`config.mk`:
```
export PLATFORM = sky130hd
export DESIGN_NAME = pfn_ram
export DESIGN_NICKNAME = d
export VERILOG_FILES = /design/src/pfn_ram.sv
export SDC_FILE = /design/constraint.sdc
export NUM_CORES = 2
export LEC_CHECK = 0
export BUFFER_PORTS_ARGS = -buffer_cell sky130_fd_sc_hd__buf_2
export CORE_MARGIN = 5
export CORE_UTILIZATION = 63
export CTS_CLUSTER_DIAMETER = 40
export DETAILED_ROUTE_END_ITERATION = 16
export GPL_TIMING_DRIVEN = 1
export PLACE_DENSITY = 0.77
export SYNTH_ARGS = -nofsm -noshare
export SYNTH_HDL_FRONTEND = slang
export SYNTH_SLANG_ARGS = --single-unit
```
`constraint.sdc`:
```
create_clock -name i_clk -period 2.6 [get_ports i_clk]
set_clock_uncertainty 0.1 [all_clocks]
set_input_delay 0.39 -clock i_clk [delete_from_list [all_inputs] [get_ports i_clk]]
set_output_delay 0.39 -clock i_clk [all_outputs]
set_load 0.02 [all_outputs]
```
`src/pfn_ram.sv`:
```
// ----------------------------------------------------------------------------
// pfn_ram: generic single-write, single-read ram
// one write port, registered read port
// ----------------------------------------------------------------------------
module pfn_ram #(
    parameter int WIDTH = 8,
    parameter int DEPTH = 256
) (
    input  logic                     i_clk,
    input  logic                     i_we,
    input  logic [$clog2(DEPTH)-1:0] i_waddr,
    input  logic [WIDTH-1:0]         i_wdata,
    input  logic [$clog2(DEPTH)-1:0] i_raddr,
    output logic [WIDTH-1:0]         o_rdata
);

    logic [WIDTH-1:0] r_mem [DEPTH];
    logic [WIDTH-1:0] r_rdata;

    always_ff @(posedge i_clk) begin
        if (i_we) begin
            r_mem[i_waddr] <= i_wdata;
        end
        r_rdata <= r_mem[i_raddr];
    end

    assign o_rdata = r_rdata;

endmodule

```
==> results.cfg <==
[status]
outcome = completed

[setup_path]
path_cells = mux4_1, mux4_2, nor2_1, a2111oi_1, buf_4, nor3_2, nor4_1
slowest_stage = mux4_1
startpoint_type = flip-flop
path_class = reg2reg
cpPeakStageDelay_ps = 580
rrSetupSlack_ps = 30
worst-path-max-fanout = 1
cp.required_ps = 3200
end_kind = flip-flop
crit_arrival_ps = 3180

[timing]
fmax_mhz = 388
fin_setup_tns_ps = 0
hold_viol_final = 0
fin_crit_ps = 2570
fin_crit_sh = 0.990
grt_setup_unrepaired = false
worst_pin_slew_ps = 1020
slew_headroom = 0.322
setup_violations = 0
drv_slew = 0

[place]
place_congestion = 0.884
post-dp-hpwl_microns = 129000
place_area_sq_um = 86500
portBuffers = 33

[clocking]
clk_latency_ps = 850
numCtsBuffers = 210
clk_pin_slew_worst_paths_ps = 60
clk_path_buf_depth = 3
htreeDepth = 4
root_buffer = clkbuf_16
cts_num_sinks = 2056
post-cts-setup-buffers = 0
cts_tree = built

[floorplan]
dieArea_sq_um = 133000
die_h_microns = 365
pin_count = 34
core_area_sq_um = 126000
die_w_microns = 365
start_util = 0.634
fp-row-count = 130

[drt]
drt.antenna.violating_nets = 0
via_per_inst = 7.02
drt_first_pass_iters = 5
drc_errors = 0
wl_per_cell_microns = 34.0
drt-total-wl_microns = 213000
drt-initial-drc-count = 7546
vias = 43917

[power]
powerDensity_nw_per_um2 = 759
vdd_ir_drop_max_mv = 0.824
leakage_nw = 30.6

[global_routing]
grt-ovfl-total = 0
grt_pass1_vias = 44105
grt_antenna_before_repair = 7
grt_max_degree = 92
grt_usage = 0.325
grt_pass1_wl_microns = 309000

[final_layout]
syn_to_final_growth_pct = 17.7
drive_above_1_share = 0.326
fin_util = 0.746
layout.nets = 4443
design_area_sq_um = 93600

[logic_synthesis]
ys_warn_count = 0
ys_async_sr_fraction = 0
netlist_area_sq_um = 79600
yosys.area.top_type_share = 0.773
yosys-top-cells-area = edfxtp_1 77%, mux4_2 13%, mux2i_1 1.7%, nor2_1 1.3%, a22oi_1 1.3%
avgSynthCellArea_sq_um = 21.3
ys_seq_elements = 2056
synth_top_area_cell = edfxtp_1
synth_edf_count = 2048
yosysMostFrequentCell = edfxtp_1
yosysSeqAreaShare = 0.775
ys.flop_type = edfxtp_1
yosys-top-cells-count = 2048 x edfxtp_1, 454 x mux4_2, 282 x nor2_1
syn_inst = 3733
synth_cell_type_count = 55
synth.net_count = 3759

[worst_hold_path]
hold_path.class = in2reg

[run]
maxCapViolations = 0
## placed cells by master, fill, tap and decap left out, drive strengths merged, types with 5 or more instances in the layout
cell type and n:
nor2 282, clkinvlp 12, and2 6, a221oi 14
edfxtp 2048, o221ai 47, mux4 456, a22o 8
clkbuf 271, o22ai 28, a21oi 96, diode 5
nor4 27, mux2i 134, a211oi 16, o211ai 10
buf 695, nand2b 8, o21ai 12, inv 22
nor2b 31, dfxtp 8, o22a 5, clkinv 75
a22oi 133, nand3 34, nand2 33, nor3 22
nand4 10, a2111oi 5, o32ai 5, bufinv 22
## sequential cells by signal (all words and copies together) (netlist names)
register and count:
o_rdata 8, r_mem 2048
## power by group
| group | internal (mW) | leakage [nW] | switching [mW] |
|---|---|---|---|
| sequential | 36.5 | 18.5 | 0.0932 |
| clock | 17.5 | 3.40 | 13.1 |
| combinational | 1.52 | 8.72 | 2.35 |
| total | 55.6 | 30.6 | 15.5 |
## cell families after synthesis
logic type             synth area share
and+or+nand+nor                  0.0263
muxes                             0.146
buffers and inverters            0.0183
DFF                               0.775
AOI/OAI and AO/OA                0.0342
## critical path, delay by kind of cell, from the launching register on
family,cells,cell delay [ps]
AOI/OAI and AO/OA,1,70
buffers and inverters,1,190
DFF,1,420
muxes,2,1040
and+or+nand+nor,3,600
## per-stage QoR
step / hold slack, ps / power, mW / setup slack, ps / instances
3_3_place_gp: 811 / 41.0 / -1040 / 5852
4_1_cts: 10.2 / 71.2 / 42.9 / 6246
5_1_grt: 59.3 / 73.0 / 12.1 / 6247
3_5_place_dp: 820 / 41.0 / -900 / 5853
6_report: 45.7 / 71.1 / 25.5 / 6252
2_1_floorplan: 389 / 39.1 / 172 / 3733
## final cells by class
cell class | instances | area (sq um)
multi-input cells | 1442 | 16500
diodes | 5 | 12.5
inverters | 2 | 7.51
fillers | 6491 | 31900
well taps | 1650 | 2060
clock inverters | 129 | 1540
repair buffers | 705 | 6260
flip-flops and latches | 2056 | 61700
clock buffers | 263 | 5530
## path summary, 6_finish.rpt
check | start | endpoint | cells past startpoint
max | r_mem[129][1] | o_rdata[1] | 7
min | i_wdata[5] | r_mem[227][5] | 1
max reg2reg | r_mem[129][1] | o_rdata[1] | 7
min reg2reg | r_mem[47][6] | o_rdata[6] | 6
## metal layers
layer	wire length, microns	track usage	vias up
met5	27	0	-
met4	10100	0.138	4
met3	27400	0.0866	574
met2	101000	0.503	3722
met1	73500	0.450	22549
li1	-	-	17068
## timing repair
action                     in CTS  in global routing
hold endpoints to repair       43                  1
hold buffers                    1                  1
gates resized for setup         8                  3
setup endpoints to repair       7                  3
Note: power is estimated with default switching activity, not from simulation.
